## src/rtl/core/dfd_pkg.sv

```systemverilog
`timescale 1ns / 1ps
// ----------------------------------------------------------------------------
// dfd_pkg: shared types and constants of the decimal fraction divider
// Sequencer states, the control word from sequencer to datapath and the
// fixed widths of the result fields.
// ----------------------------------------------------------------------------
package dfd_pkg;

	localparam int QUOT_W      = 32;  // quotient field width
	localparam int FRAC_W      = 31;  // packed fraction field width
	localparam int COUNT_W     = 4;   // digit count field width
	localparam int DIGIT_STEPS = 4;   // restoring steps per decimal digit
	localparam int STEP_W      = 2;   // index of a step within a digit
	localparam int RADIX_GUARD = 4;   // extra bits for remainder times ten

	typedef enum logic [2:0] {
		ST_IDLE,
		ST_DIV,
		ST_MUL,
		ST_DIGIT,
		ST_DONE
	} state_t;

	typedef struct packed {
		logic              load;
		logic              div_step;
		logic              mul_step;
		logic              dig_step;
		logic              dig_last;
		logic [STEP_W-1:0] shift;
	} ctrl_t;

endpackage

```

## src/rtl/core/dfd_sub_unit.sv

```systemverilog
`timescale 1ns / 1ps
// ----------------------------------------------------------------------------
// dfd_sub_unit: shared trial subtractor
// Forms a - b and flags whether it went without borrow; used for every
// quotient bit and every decimal digit step.
// ----------------------------------------------------------------------------
module dfd_sub_unit #(
	parameter int WIDTH = 36
) (
	input  logic [WIDTH-1:0] a,
	input  logic [WIDTH-1:0] b,
	output logic [WIDTH-1:0] diff,
	output logic             ge
);

	logic [WIDTH:0] wide;

	assign wide = {1'b0, a} - {1'b0, b};
	assign diff = wide[WIDTH-1:0];
	assign ge   = ~wide[WIDTH];

endmodule

```

## src/rtl/core/dfd_ctrl.sv

```systemverilog
`timescale 1ns / 1ps
// ----------------------------------------------------------------------------
// dfd_ctrl: division sequencer
// Steps the shared subtractor through the binary quotient bits, then
// through four restoring steps for each decimal fraction digit.
// ----------------------------------------------------------------------------
module dfd_ctrl #(
	parameter int DATA_WIDTH = 32,
	parameter int MAX_DIGITS = 9
) (
	input  logic                        clk,
	input  logic                        arst_n,
	input  logic                        in_valid,
	input  logic                        divisor_zero,
	input  logic [dfd_pkg::COUNT_W-1:0] digit_count,
	input  logic                        out_ready,
	output logic                        in_ready,
	output logic                        out_valid,
	output dfd_pkg::ctrl_t              ctrl
);

	import dfd_pkg::*;

	localparam int CNT_W = $clog2(DATA_WIDTH);

	state_t              state_q;
	state_t              state_d;
	logic [CNT_W-1:0]    cnt_q;
	logic [STEP_W-1:0]   step_q;
	logic [COUNT_W-1:0]  digits_q;
	logic [COUNT_W-1:0]  digits_init;

	// zero digits acts as one, too many saturates
	always_comb begin
		if (digit_count == '0) begin
			digits_init = COUNT_W'(1);
		end else if (digit_count > COUNT_W'(MAX_DIGITS)) begin
			digits_init = COUNT_W'(MAX_DIGITS);
		end else begin
			digits_init = digit_count;
		end
	end

	always_comb begin
		state_d = state_q;
		case (state_q)
			ST_IDLE: begin
				if (in_valid) begin
					state_d = divisor_zero ? ST_DONE : ST_DIV;
				end
			end
			ST_DIV: begin
				if (cnt_q == '0) begin
					state_d = ST_MUL;
				end
			end
			ST_MUL: begin
				state_d = ST_DIGIT;
			end
			ST_DIGIT: begin
				if (step_q == '0) begin
					state_d = (digits_q == COUNT_W'(1)) ? ST_DONE : ST_MUL;
				end
			end
			ST_DONE: begin
				if (out_ready) begin
					state_d = ST_IDLE;
				end
			end
			default: begin
				state_d = ST_IDLE;
			end
		endcase
	end

	always_comb begin
		in_ready      = (state_q == ST_IDLE);
		out_valid     = (state_q == ST_DONE);
		ctrl.load     = in_valid && (state_q == ST_IDLE);
		ctrl.div_step = (state_q == ST_DIV);
		ctrl.mul_step = (state_q == ST_MUL);
		ctrl.dig_step = (state_q == ST_DIGIT);
		ctrl.dig_last = (state_q == ST_DIGIT) && (step_q == '0);
		ctrl.shift    = step_q;
	end

	always_ff @(posedge clk or negedge arst_n) begin
		if (!arst_n) begin
			state_q  <= ST_IDLE;
			cnt_q    <= '0;
			step_q   <= '0;
			digits_q <= '0;
		end else begin
			state_q <= state_d;
			if (ctrl.load) begin
				cnt_q    <= CNT_W'(DATA_WIDTH - 1);
				digits_q <= digits_init;
			end
			if (ctrl.div_step) begin
				cnt_q <= cnt_q - CNT_W'(1);
			end
			if (ctrl.mul_step) begin
				step_q <= STEP_W'(DIGIT_STEPS - 1);
			end
			if (ctrl.dig_step) begin
				step_q <= step_q - STEP_W'(1);
				// advance to the next digit after its last step
				if (step_q == '0) begin
					digits_q <= digits_q - COUNT_W'(1);
				end
			end
		end
	end

endmodule

```

## src/rtl/core/decimal_fraction_divider.sv

```systemverilog
`timescale 1ns / 1ps
// Sequence: the quotient bits are stepped first, then each fraction digit; a
// zero divisor goes straight from idle to done, skipping both.
// Handshake: a new word is taken only in idle, after the last result was accepted;
// the single shared subtractor takes one quotient bit or one digit step per cycle.
// Reset: arst_n clears the sequencer to idle; no word is held afterwards.
// ----------------------------------------------------------------------------
// decimal_fraction_divider: long division with decimal fraction digits
// Restoring binary division for the quotient, then remainder-times-ten
// steps giving one decimal digit per multiply step and four restoring steps, packed behind a 1.
// ----------------------------------------------------------------------------
module decimal_fraction_divider #(
	parameter int DATA_WIDTH = 32,
	parameter int MAX_DIGITS = 9
) (
	input  logic                        clk,
	input  logic                        arst_n,
	input  logic                        in_valid,
	output logic                        in_ready,
	input  logic [DATA_WIDTH-1:0]       dividend,
	input  logic [DATA_WIDTH-1:0]       divisor,
	input  logic [dfd_pkg::COUNT_W-1:0] digit_count,
	output logic                        out_valid,
	input  logic                        out_ready,
	output logic [dfd_pkg::QUOT_W-1:0]  quotient,
	output logic [dfd_pkg::FRAC_W-1:0]  fraction_digits,
	output logic                        divide_by_zero
);

	import dfd_pkg::*;

	localparam int RW = DATA_WIDTH + RADIX_GUARD;

	ctrl_t                   ctrl;
	logic                    divisor_zero;
	logic [DATA_WIDTH-1:0]   dvs_q;
	logic [DATA_WIDTH-1:0]   quo_q;
	logic [RW-1:0]           rem_q;
	logic [STEP_W:0]         dig_q;
	logic [FRAC_W-1:0]       frac_q;
	logic                    dbz_q;
	logic [RW-1:0]           sub_a;
	logic [RW-1:0]           sub_b;
	logic [RW-1:0]           sub_diff;
	logic                    sub_ge;
	logic [RW-1:0]           partial;
	logic [RW-1:0]           rem_x10;
	logic [DIGIT_STEPS-1:0]  digit;
	logic [FRAC_W+3:0]       frac_wide;
	logic [FRAC_W+3:0]       frac_x10;
	logic [QUOT_W+DATA_WIDTH-1:0] quo_ext;

	assign divisor_zero = (divisor == '0);

	dfd_ctrl #(
		.DATA_WIDTH (DATA_WIDTH),
		.MAX_DIGITS (MAX_DIGITS)
	) u_ctrl (
		.clk          (clk),
		.arst_n       (arst_n),
		.in_valid     (in_valid),
		.divisor_zero (divisor_zero),
		.digit_count  (digit_count),
		.out_ready    (out_ready),
		.in_ready     (in_ready),
		.out_valid    (out_valid),
		.ctrl         (ctrl)
	);

	// shift the next dividend bit into the partial remainder
	assign partial = {{(RADIX_GUARD - 1){1'b0}}, rem_q[DATA_WIDTH-1:0], quo_q[DATA_WIDTH-1]};
	assign rem_x10 = (rem_q << 3) + (rem_q << 1);

	always_comb begin
		if (ctrl.div_step) begin
			sub_a = partial;
			sub_b = {{RADIX_GUARD{1'b0}}, dvs_q};
		end else begin
			sub_a = rem_q;
			sub_b = {{RADIX_GUARD{1'b0}}, dvs_q} << ctrl.shift;
		end
	end

	dfd_sub_unit #(
		.WIDTH (RW)
	) u_sub (
		.a    (sub_a),
		.b    (sub_b),
		.diff (sub_diff),
		.ge   (sub_ge)
	);

	assign digit     = {dig_q, sub_ge};
	assign frac_wide = {4'b0000, frac_q};
	assign frac_x10  = (frac_wide << 3) + (frac_wide << 1) + {{FRAC_W{1'b0}}, digit};

	always_ff @(posedge clk) begin
		if (ctrl.load) begin
			dvs_q  <= divisor;
			rem_q  <= '0;
			dig_q  <= '0;
			dbz_q  <= divisor_zero;
			quo_q  <= divisor_zero ? '0 : dividend;
			frac_q <= divisor_zero ? '0 : FRAC_W'(1);
		end
		if (ctrl.div_step) begin
			rem_q <= sub_ge ? sub_diff : partial;
			quo_q <= {quo_q[DATA_WIDTH-2:0], sub_ge};
		end
		if (ctrl.mul_step) begin
			rem_q <= rem_x10;
			dig_q <= '0;
		end
		if (ctrl.dig_step) begin
			if (sub_ge) begin
				rem_q <= sub_diff;
			end
			dig_q <= digit[STEP_W:0];
			if (ctrl.dig_last) begin
				frac_q <= frac_x10[FRAC_W-1:0];
			end
		end
	end

	assign quo_ext         = {{QUOT_W{1'b0}}, quo_q};
	assign quotient        = quo_ext[QUOT_W-1:0];
	assign fraction_digits = frac_q;
	assign divide_by_zero  = dbz_q;

`ifndef SYNTH
	a_no_overlap: assert property (@(posedge clk) disable iff (!arst_n)
		!(in_ready && out_valid))
		else $error("input and output sides open together");

	a_zero_div_fast: assert property (@(posedge clk) disable iff (!arst_n)
		(in_valid && in_ready && divisor == '0) |=> (out_valid && divide_by_zero))
		else $error("zero divisor did not finish at once");

	a_zero_results: assert property (@(posedge clk) disable iff (!arst_n)
		(out_valid && divide_by_zero) |-> (quotient == '0 && fraction_digits == '0))
		else $error("zero divisor gave non-zero results");

	a_leading_one: assert property (@(posedge clk) disable iff (!arst_n)
		(out_valid && !divide_by_zero) |-> (fraction_digits >= FRAC_W'(10)))
		else $error("fraction lost its leading one");
`endif

endmodule
```

## config.mk

```make
export PLATFORM = sky130hd
export DESIGN_NAME = decimal_fraction_divider
export DESIGN_NICKNAME = d
export VERILOG_FILES = /design/src/rtl/core/dfd_pkg.sv /design/src/rtl/core/dfd_sub_unit.sv /design/src/rtl/core/dfd_ctrl.sv /design/src/rtl/core/decimal_fraction_divider.sv
export SDC_FILE = /design/constraint.sdc
export NUM_CORES = 1
export LEC_CHECK = 0
export ABC_AREA = 0
export BUFFER_PORTS_ARGS = -buffer_cell sky130_fd_sc_hd__buf_4
export CORE_ASPECT_RATIO = 0.75
export CORE_UTILIZATION = 55
export CTS_BUF_LIST = sky130_fd_sc_hd__clkbuf_4 sky130_fd_sc_hd__clkbuf_8 sky130_fd_sc_hd__clkbuf_16
export DETAILED_ROUTE_END_ITERATION = 7
export PLACE_DENSITY = 0.8
export SLEW_MARGIN = 20
export SYNTH_ARGS = -nofsm -noshare
export SYNTH_HDL_FRONTEND = slang
export SYNTH_SLANG_ARGS = --single-unit
```

## constraint.sdc

```tcl
create_clock -name clk -period 4.7 [get_ports clk]
set_clock_uncertainty 0.15 [all_clocks]
set_input_delay 0.47 -clock clk [delete_from_list [all_inputs] [get_ports clk]]
set_output_delay 0.47 -clock clk [all_outputs]
set_load 0.02 [all_outputs]
```

==> Word level (Yosys, flattened, before mapping) <==
Cells that the tools add are included.
{ "classes": {"muxes": 34, "n_reduce_logical": 11, "n_eq_ne": 9, "order_cmp": 1, "n_shift": 1, "bitwise_logic": 1, "addsub": 7} }
{ "op_table": {"columns": ["cell", "count"], "rows": [
  ["36-bit two-way mux", 8],
  ["32-bit two-way mux", 3],
  ["31-bit two-way mux", 3],
  ["36-bit by 36-bit subtractor with 37-bit output", 1],
  ["36-bit adder", 1],
  ["32-bit by 2-bit << shifter with 36-bit output", 1],
  ["32-bit zero test", 1],
  ["31-bit adder", 1],
  ["31-bit by 4-bit adder with 31-bit output", 1],
  ["3-bit two-way mux", 9],
  ["4-bit two-way mux", 5],
  ["3-bit one-hot mux with 5 select lines", 1],
  ["5-bit two-way mux", 2],
  ["3-bit by 2-bit equality test with 1-bit output, second input constant", 2],
  ["2-bit by 1-bit inequality test with 1-bit output, second input constant", 3],
  ["5-bit zero test", 1],
  ["5-bit by 1-bit subtractor with 5-bit output, second input constant", 1],
  ["4-bit by 1-bit equality test with 1-bit output, second input constant", 1],
  ["4-bit greater-than comparator, second input constant", 1],
  ["4-bit zero test", 1],
  ["2-bit two-way mux", 2],
  ["4-bit AND reduction", 1],
  ["2-bit nonzero test", 2],
  ["4-bit by 1-bit subtractor with 4-bit output, second input constant", 1],
  ["10 further kinds", 11]
]} }
{ "word_totals": {"regBits": 149, "elab_cells": 74} }

==> Depth between registers and ports, before layout <==
Gate-level depths: netlist of the first run.
{ "depth": {"word_depth": 8, "ltp_mapped": 21, "mapped_depth_nobuf": 17} }

==> Hierarchy <==
Synthesis of the first run repeated with hierarchy kept, for this count alone.
{ "hier_totals": {"cells_unflattened": 1640, "area_unflattened_um2": 13852.0} }
{ "by_module_without_submodules": {"columns": ["mod", "instances", "cells_each", "seq_area_each_um2", "area_each_um2"], "rows": [
  ["decimal_fraction_divider", 1, 1219, 3383.2, 10846.7],
  ["dfd_sub_unit", 1, 325, 0.0, 2149.6],
  ["dfd_ctrl", 1, 96, 350.3, 855.8]
]} }

==> Worst setup path before layout of the first run <==
No wires, ideal clock.
{ "synth_path": {"path_kind": "register to register", "startpoint": "reg u_ctrl.state_q[2]", "endpoint": "reg rem_q[34]", "path_stages_with_launch": 17, "slack_ps": 322, "setup_time_ps": 136, "t_required_ps": 4414, "period_less_slack_ps": 4378, "arrival_time_ps": 4093, "path_cell_list": "dfrtp_1 > clkbuf_1 > nand2b_1 > nor2_1 > clkbuf_1 > clkbuf_1 > mux2i_1 > ha_1 > a21oi_1 > o2111ai_1 > a221o_1 > o21ai_0 > and3_1 > o22a_1 > buf_2 > buf_1 > o22ai_2"} }
{ "synth_via": {"elab_chain_cells": 8} }
{ "synth_lines": {"columns": ["element", "line", "rtl"], "rows": [
  ["start, declared", "dfd_ctrl.sv:26", "state_t state_q;"],
  ["start signal, assigned", "dfd_ctrl.sv:94", "state_q <= state_d;"],
  ["3-bit by 1-bit equality test with 1-bit output", "dfd_ctrl.sv:80", "ctrl.div_step = (state_q == ST_DIV);"],
  ["36-bit two-way mux", "decimal_fraction_divider.sv:75", "if (ctrl.div_step) begin"],
  ["36-bit by 36-bit subtractor with 37-bit output", "dfd_sub_unit.sv:18", "assign wide = {1'b0, a} - {1'b0, b};"],
  ["36-bit two-way mux", "decimal_fraction_divider.sv:107", "rem_q <= sub_ge ? sub_diff : partial;"],
  ["36-bit two-way mux", "decimal_fraction_divider.sv:106", "if (ctrl.div_step) begin"],
  ["36-bit two-way mux", "decimal_fraction_divider.sv:110", "if (ctrl.mul_step) begin"],
  ["36-bit two-way mux", "decimal_fraction_divider.sv:115", "if (sub_ge) begin"],
  ["36-bit two-way mux *", "decimal_fraction_divider.sv:114", "if (ctrl.dig_step) begin"],
  ["end signal, assigned", "decimal_fraction_divider.sv:107", null],
  ["end signal, assigned", "decimal_fraction_divider.sv:111", "rem_q <= rem_x10;"],
  ["end signal, assigned", "decimal_fraction_divider.sv:116", "rem_q <= sub_diff;"],
  ["end, declared", "decimal_fraction_divider.sv:38", "logic [RW-1:0] rem_q;"]
]} }
Mark *: on every way between the ends. The rest lies on a longest branch, timed or not.
A chain may end at the register's enable or synchronous reset.

==> Worst setup path after layout of the first run <==
{ "layout_path": {"startpoint": "reg u_ctrl.state_q[2]", "endpoint": "reg rem_q[35]"} }
Same word-level chain as after synthesis.

==> key figures, run 1 <==
Detailed routing
  • Drt first pass iters: 5
  • Routed wire length: 36.37 mm
  • Vias per inst: 6.405
  • Via count: 12,220
  • Wire length per cell: 19.06 µm
  • Drt drc: 0
  • Antenna viol nets, final: 0
  • 1st-iter DRT viols: 1,220

Place
  • Global placer's final weighted congestion: approximately 1.1
  • I/O Buffers: 137
  • Hpwl dp: 26.87 mm
  • DP Worst Slack: 0.1903 ns

Clock network
  • CTS tree: done
  • Postcts setup bufs: 0
  • Clk root buf: clkbuf_16
  • Clock Latency Late Sink: 0.44 ns
  • CTS Buf Count: 17
  • Clk buf depth: 2
  • Worst-path clk slew: 0.08 ns
  • H-tree depth: 4
  • Clock Sinks: 149

Yosys
  • Synth Net Count: 1,700
  • Cell area after synthesis: 12,730 µm²
  • Seq cells post-synth: 149
  • Most used DFF post-synth: edfxtp_1
  • Part of the Yosys area used for sequential elements: a little under 30%
  • Cell taking the most area after synthesis: edfxtp_1
  • Post-synth EDFFs: 68
  • Synth unique cells: 77
  • Syn Area/Cell: around 8.5 µm²
  • Synth top area share: 16.04%
  • Largest cells by area after synthesis: edfxtp_1 16%, ha_1 13%, dfxtp_1 11%, nand2_1 6.8%, o21ai_0 5.4%
  • Warnings from Yosys: 0
  • Cells after synthesis: 1,496
  • Synth async-reset ratio: 9.396%

Die
  • Die Y: around 130 µm
  • CORE AREA: 22,410 µm²
  • Die area: 23,770 µm²
  • Row count: 47
  • DIE WIDTH: 177.7 µm
  • I/O pin count: ~140
  • Starting Density: 56.82%

Global route
  • Antenna violations before repair: 0
  • First-pass GRT wire length: slightly below 60 mm
  • Pin count of the biggest net entering global routing: 62
  • Grt total ovfl: 0
  • Total track usage: a little under a third
  • Number of global-route vias before repair: 11,170

STA
  • RSZ-0062 raised after global routing: no
  • # setup viols final: 0
  • Tmin final: 4.435 ns
  • Max Clk Rate: 225.5 MHz
  • Final Max Slew Viols: 0
  • Final hold viol count: 0
  • Slew HR: between 30% and 40%
  • Final WS setup: between 0.2 and 0.3 ns
  • Setup TNS: 0 ns
  • Worst slew pin tran: 0.9476 ns
  • Tcrit/Tclk final: between 90% and 100%

Worst hold path
  • Hold/Removal Path Class: in -> reg

Finish
  • Syn-to-layout area delta: 15.20%
  • Total Nets Final: about 1,800
  • Antenna diode count: 0
  • Layout cells sized above 1: about 15%
  • Layout Utilization: between 60% and 70%

Critical path
  • Setup crit start kind: flip-flop
  • CP arrival: between 4 and 5 ns
  • CP max FO: 44
  • Setup CP Type: reg -> reg
  • Worst setup EP type: flip-flop
  • Required time of the critical path: around 4.9 ns

Status
  • Run status: finished clean

Flow run
  • Maxcap violations: 0
[registers in the layout, indices dropped and copies added (netlist names)]
name / cells
fraction_digits: 31
quotient: 32
u_ctrl.step_q: 2
u_ctrl.digits_q: 4
divide_by_zero: 1
rem_q: 36
u_ctrl.cnt_q: 5
dig_q: 3
u_ctrl.state_q: 3
dvs_q: 32
[metrics by stage]
stage | std cells | hold WS (ns) | area, µm²
2_1_floorplan | 1496 | 0.02441 | 12730
5_1_grt | 1908 | 0.05817 | 14670
3_5_place_dp | 1875 | 0.1885 | 14050
6_report | 1908 | 0.06529 | 14670
4_1_cts | 1908 | 0.05767 | 14660
3_3_place_gp | 1875 | 0.1859 | 14050
[per-layer routing]
layer	track usage [%]	part of all wire, %
met1	47.55	46
met5	0	0
met4	6.268	1.3
met3	6.393	11
met2	43.86	42
[worst max-delay path: stages (launching register included)]
cell and delay, ns:
dfrtp_1 0.48, nand2b_1 0.32, nor2_4 0.19, buf_12 0.25, o2bb2ai_1 0.12, a221oi_1 0.32
ha_1 0.26, a21o_1 0.15, nand4_1 0.14, a211oi_2 0.24, nor4_1 0.08, o31a_1 0.35
buf_4 0.19, o21a_1 0.27, nor2_1 0.51, a31oi_1 0.17, o22ai_1 0.14
[repair_timing]
action                                  in CTS  in global routing
hold buffers                                 1                  0
endpoints found under the setup margin       0                 19
gates resized for setup                      0                  1
endpoints found under the hold margin       14                  0
[placed cells by master (no fill, tap or decap), types with 16 or more instances in the layout]
cell / n
o21ai_0: 138
dfxtp_1: 67
a221oi_1: 21
nor3_1: 21
clkbuf_16: 17
nand2b_1: 16
o211ai_1: 16
mux4_2: 22
mux2i_1: 36
xnor2_1: 46
nand3_1: 61
ha_1: 128
and3_1: 17
o22ai_1: 21
a21oi_1: 111
xor2_1: 37
inv_1: 29
nand2_1: 232
nor2_1: 66
edfxtp_1: 68
buf_4: 157
a21o_1: 50
[worst paths after layout]
check                                              startpoint                            to  slack (ns)  cells past startpoint
worst max-delay path            u_ctrl.state_q[2]$_DFFE_PN0P_             rem_q[35]$_DFF_P_        0.26                     16
worst min-delay path                              divisor[13]           dvs_q[13]$_DFFE_PP_        0.07                      1
worst max register to register  u_ctrl.state_q[2]$_DFFE_PN0P_             rem_q[35]$_DFF_P_        0.26                     16
worst min register to register    fraction_digits[30]$_DFF_P_   fraction_digits[30]$_DFF_P_        0.33                      2
max in group asynchronous                              arst_n  u_ctrl.step_q[0]$_DFFE_PN0P_        3.92                      2
min in group asynchronous                              arst_n   u_ctrl.cnt_q[2]$_DFFE_PN0P_        0.28                      2
[Yosys cell counts, drive strengths merged (17+ instances only)]
library cell / instances
xor2: 37
inv: 30
mux4: 22
a21oi: 111
a21o: 50
and3: 17
clkbuf: 59
a221oi: 21
nand3: 63
nor3: 21
xnor2: 46
dfxtp: 67
o21ai: 141
o22ai: 22
edfxtp: 68
nor2: 70
mux2i: 36
nand2: 232
ha: 128
[logic make-up after synthesis]
logic type               count (synthesis)  synth area share (%)
buffers and inverters                  107                 3.351
AND/OR/NAND/NOR                        477                 16.86
AO/OA/AOI/OAI                          489                 24.74
multiplexers                            59                 6.811
XOR/XNOR                                83                 5.710
flip-flops                             149                 29.33
adder cells (fa/ha/maj)                132                 13.21
[cell type report]
cell class	count	area [µm²]
clock buffers	17	425.4
multi-input cells	1240	8593
flip-flops and latches	149	3735
clock inverters	15	176.4
fillers	1804	7739
inverters	32	120.1
well taps	294	367.9
repair buffers	161	1249
Power of run 1 is not shown: default switching activity piles up to over one toggle a cycle in this logic, so the estimate is an artifact.
==> inputs of run 2 (changes only) <==
--- a/config.mk
+++ b/config.mk
@@ -11,7 +11,7 @@
 export CORE_UTILIZATION = 55
 export CTS_BUF_LIST = sky130_fd_sc_hd__clkbuf_4 sky130_fd_sc_hd__clkbuf_8 sky130_fd_sc_hd__clkbuf_16
 export DETAILED_ROUTE_END_ITERATION = 7
-export PLACE_DENSITY = 0.8
+export PLACE_DENSITY = 0.77
 export SLEW_MARGIN = 20
 export SYNTH_ARGS = -nofsm -noshare
 export SYNTH_HDL_FRONTEND = slang
==> constraint.sdc (replaced) <==
create_clock -name clk -period 4.2 [get_ports clk]
set_clock_uncertainty 0.15 [all_clocks]
set_input_delay 0.42 -clock clk [delete_from_list [all_inputs] [get_ports clk]]
set_output_delay 0.42 -clock clk [all_outputs]
set_load 0.02 [all_outputs]
==> key figures, run 2 (same netlist as run 1, synthesis figures left out) <==
Status
  • Run status: finished clean

Clock network
  • CTS Buf Count: 17
  • Clk root buf: clkbuf_16
  • Clk buf depth: 2
  • H-tree depth: 4
  • Clock Sinks: 149
  • Clock Latency Late Sink: 0.43 ns
  • Worst-path clk slew: 0.07 ns
  • CTS tree: done

STA
  • Worst slew pin tran: 0.9559 ns
  • Setup TNS: 0 ns
  • # setup viols final: 0
  • Final Max Slew Viols: 0
  • Final hold viol count: 0
  • Slew HR: between 30 and 40%
  • Tcrit/Tclk final: 96.49%
  • Final WS setup: 0.1474 ns
  • Max Clk Rate: 246.8 MHz
  • Tmin final: ~4 ns

Detailed routing
  • Met2 WL: around 16 mm
  • Drt drc: 0
  • Antenna viol nets, final: 0
  • Routed wire length: 37.25 mm
  • Wire length per cell: 19.05 µm
  • Via count: between 10,000 and 15,000
  • M1 WL: 17.66 mm
  • Vias per inst: 6.259
  • Drt first pass iters: 6
  • Metal3 WL: ~3.7 mm
  • 1st-iter DRT viols: approximately 1,200
  • Max Used Layer: met4

Finish
  • Multi-input logic area: 8631 µm²
  • Fillcell total: 1,796
  • Reg with most FFs: rem_q
  • Reg area: 3735 µm²
  • Most common cell after layout, fill and taps aside: nand2_1
  • Total Nets Final: 1,852
  • Layout cells sized above 1: 17.82%
  • Most frequent cells in the layout: 232 x nand2_1, 200 x buf_4, 136 x o21ai_0
  • Syn-to-layout area delta: 18.69%
  • Max reg flops: 36
  • Antenna diode count: 0

Critical path
  • CP max FO: 29
  • Setup CP Type: reg -> reg
  • R2R depth: 16
  • CP arrival: 4.23 ns
  • Setup crit start kind: flip-flop
  • R2r endpoint: rem_q[32]$_DFF_P_
  • Critical Path Source: u_ctrl.state_q[2]$_DFFE_PN0P_
  • Worst setup EP type: flip-flop
  • Required time of the critical path: between 4 and 5 ns
  • Worst R2R Start: u_ctrl.state_q[2]$_DFFE_PN0P_
  • R2r setup slk: 0.15 ns

Die
  • Die area: 23,770 µm²
  • I/O pin count: 138
  • CORE AREA: approximately 22,000 µm²
  • Starting Density: ~57%
  • Die Y: 133.8 µm
  • Row count: 47
  • DIE WIDTH: about 180 µm

Global route
  • Number of global-route vias before repair: 11,160
  • Total track usage: 31.31%
  • Pin count of the biggest net entering global routing: 40
  • Antenna violations before repair: 0
  • Grt total ovfl: 0
  • First-pass GRT wire length: 59.20 mm

Flow run
  • Maxcap violations: 0

Worst hold path
  • Hold/Removal Path Class: in -> reg
  • Hold Crit Start: divisor[2]
  • Hold EP: dvs_q[2]$_DFFE_PP_
  • Min-Delay Path Depth: 1

Place
  • Hpwl dp: 28.10 mm
  • I/O Buffers: 137
  • Global placer's final weighted congestion: 0.9696
  • DP Worst Slack: 0.1010 ns
run 2: cell types whose count changed in the layout (fill, tap and decap cells not counted), moves of 3 or more:
cell    before  now
buf_12       3    6
ha_2         0    3
ha_1       128  125
buf_4      157  200
run 2: layout make-up:
type	instances	share of cell area (%)
clock inverters	15	1.134
repair buffers	208	10.96
multi-input cells	1240	57.12
clock buffers	17	2.815
inverters	32	0.8197
well taps	294	2.434
flip-flops and latches	149	24.72
run 2: worst max path at each step:
stage                        end  slack (ns)  cells after the start
3_5_place_dp   rem_q[35]$_DFF_P_        0.10                     16
4_1_cts        rem_q[35]$_DFF_P_        0.09                     16
2_1_floorplan  rem_q[34]$_DFF_P_        0.04                     17
5_1_grt        rem_q[32]$_DFF_P_       -0.01                     16
6_report       rem_q[32]$_DFF_P_        0.15                     16
3_3_place_gp   rem_q[35]$_DFF_P_        0.19                     15
run 2: metal layers:
layer,vias up,global-route usage (%)
li1,5926,-
met1,5726,48.28
met2,555,44.68
met3,30,6.792
met4,0,5.556
met5,-,0
run 2: timing repair:
action                                  CTS  global route
buffers inserted                          0            12
hold buffers                              1             0
resized for setup                         0            14
endpoints found under the setup margin    0            18
endpoints found under the hold margin    14             0
run 2: per-stage QoR:
stage / area (µm²) / util, % / cells / hold slack (ns)
4_1_cts: 14950 / 66.73 / 1942 / 0.01223
3_5_place_dp: 14350 / 64.03 / 1909 / 0.1393
2_1_floorplan: 12730 / - / 1496 / -0.02559
6_report: 15110 / 67.44 / 1955 / 0.02348
5_1_grt: 15110 / 67.44 / 1955 / 0.01095
3_3_place_gp: 14350 / 64.03 / 1909 / 0.1384
run 2: critical path: stages (launching register included):
cell	delay, ns
dfrtp_1	0.37
nand2b_2	0.22
nor2_4	0.24
buf_12	0.20
o2bb2ai_1	0.10
a221oi_2	0.25
ha_2	0.24
a21o_1	0.15
nand4_1	0.15
a211oi_2	0.32
nor4_2	0.08
o31a_1	0.32
buf_4	0.19
o211a_1	0.25
buf_12	0.17
a221o_1	0.29
a32o_1	0.25
Power of run 2 is left out for the same reason.
==> inputs of run 3 (changes only) <==
--- a/config.mk
+++ b/config.mk
@@ -9,7 +9,7 @@
 export BUFFER_PORTS_ARGS = -buffer_cell sky130_fd_sc_hd__buf_4
 export CORE_ASPECT_RATIO = 0.75
 export CORE_UTILIZATION = 55
-export CTS_BUF_LIST = sky130_fd_sc_hd__clkbuf_4 sky130_fd_sc_hd__clkbuf_8 sky130_fd_sc_hd__clkbuf_16
+export CTS_BUF_LIST = sky130_fd_sc_hd__clkbuf_8
 export DETAILED_ROUTE_END_ITERATION = 7
 export PLACE_DENSITY = 0.77
 export SLEW_MARGIN = 20
==> key figures, run 3 (same netlist as run 1, synthesis figures left out) <==
STA
  • Worst slew pin tran: 0.9949 ns
  • # setup viols final: 0
  • Tmin final: 4.158 ns
  • Final Max Slew Viols: 0
  • Hold_ws: 0.04944 ns
  • Tcrit/Tclk final: 99.01%
  • Max Clk Rate: between 200 and 250 MHz
  • Slew HR: 33.53%
  • Final hold viol count: 0

Detailed routing
  • Vias per inst: 6.270
  • Wire length per cell: 19.29 µm
  • 1st-iter DRT viols: 1,116
  • Routed wire length: between 30 and 40 mm
  • Via count: 12,500
  • Drt first pass iters: 6
  • Drt drc: 0
  • Antenna viol nets, final: 0

Global route
  • Total track usage: 32.04%
  • Antenna violations before repair: 0
  • Number of global-route vias before repair: 11,430
  • First-pass GRT wire length: 60.42 mm
  • Pin count of the biggest net entering global routing: 40
  • Grt total ovfl: 0

Finish
  • Most common cell after layout, fill and taps aside: nand2_1
  • Fillcell total: 1,742
  • Layout cells sized above 1: 17.72%
  • Most frequent cells in the layout: 232 x nand2_1, 203 x buf_4, 137 x o21ai_0
  • Syn-to-layout area delta: 20.45%
  • Antenna diode count: 0
  • Max reg flops: 36
  • Reg with most FFs: rem_q
  • Total Nets Final: 1,890

Clock network
  • CTS Buf Count: 17
  • Clk root buf: clkbuf_8
  • H-tree depth: 4
  • Clock Sinks: between 100 and 150
  • Clock Latency Late Sink: 0.47 ns
  • Clk buf depth: 2
  • Worst-path clk slew: 0.10 ns
  • CTS tree: done

Critical path
  • Crit path buffers/inverters: 3
  • Required time of the critical path: 4.41 ns
  • Critical Path Source: u_ctrl.step_q[0]$_DFFE_PN0P_
  • CP Cell Sequence: clkinv_1, nor4b_1, a221oi_2, ha_2, a21o_1, nand4_1, a211oi_2, nor4_2, o31a_1, buf_4, o211a_4, buf_12, a221o_1, a32o_1
  • CP arrival: 4.37 ns
  • R2R depth: 14
  • CP Depth: 14
  • CP max FO: 15
  • Slowest-stage cell, CP: nor4b_1
  • Worst R2R Start: u_ctrl.step_q[0]$_DFFE_PN0P_
  • Crit-path leading delay family: compound AO/OA/AOI/OAI gates
  • Worst stage delay on the critical path: approximately 0.5 ns
  • Worst setup EP type: flip-flop
  • Setup CP Type: reg -> reg
  • Setup crit start kind: flip-flop

Place
  • Hpwl dp: 28.10 mm
  • I/O Buffers: 137
  • Global placer's final weighted congestion: ~0.97

Die
  • Row count: 47
  • Die Y: 133.8 µm
  • Starting Density: ~57%
  • Die area: 23,770 µm²
  • DIE WIDTH: 177.7 µm
  • I/O pin count: 138
  • CORE AREA: 22,410 µm²

Worst hold path
  • Hold Crit Start: out_ready
  • Hold/Removal Path Class: in -> reg
  • Min-Delay Path Depth: 2

Flow run
  • Maxcap violations: 0

Status
  • Run status: finished clean
[run 3: stage by stage]
step / setup TNS [ns] / utilization, % / std cells / setup WS (ns) / cell area [µm²]
2_1_floorplan: 0 / - / 1496 / 0.03761 / 12730
3_3_place_gp: 0 / 64.03 / 1909 / 0.1914 / 14350
3_5_place_dp: 0 / 64.03 / 1909 / 0.1010 / 14350
4_1_cts: 0 / 67.31 / 1974 / 0.08717 / 15080
5_1_grt: -0.2158 / 68.44 / 1993 / -0.07215 / 15330
6_report: 0 / 68.44 / 1993 / 0.04166 / 15330
[run 3: area by class of cell]
type                       count  area [µm²]  area share [%]
clock buffer                  17       234.0           1.526
clock inverter                15       171.4           1.118
inverter                      32       123.9          0.8078
multi-input combinational   1240        8633           56.30
sequential                   149        3735           24.36
tap                          294       367.9           2.399
timing repair buffer         246        2069           13.50
[run 3: per-layer routing]
metal / wire length, µm / up-vias / global-route usage [%]
li1: - / 6001 / -
met1: 17910 / 5876 / 48.50
met2: 16370 / 587 / 46.66
met3: 3740 / 32 / 6.792
met4: 424 / 0 / 6.268
met5: 0 / - / 0
[run 3: final timing paths]
path                                                  to  slack [ns]
min                        u_ctrl.state_q[2]$_DFFE_PN0P_        0.05
min reg2reg                  fraction_digits[30]$_DFF_P_        0.34
max                                    rem_q[32]$_DFF_P_        0.04
max in group asynchronous   u_ctrl.step_q[0]$_DFFE_PN0P_        3.47
min in group asynchronous    u_ctrl.cnt_q[3]$_DFFE_PN0P_        0.21
max reg2reg                            rem_q[32]$_DFF_P_        0.04
[run 3: repair_timing]
| item | in CTS | in global routing |
|---|---|---|
| endpoints found under the setup margin | 0 | 18 |
| resized for setup | 0 | 12 |
| hold endpoints to repair | 46 | 0 |
| hold buffers | 33 | 0 |
| setup buffers | 0 | 16 |
Power of run 3 is left out for the same reason.
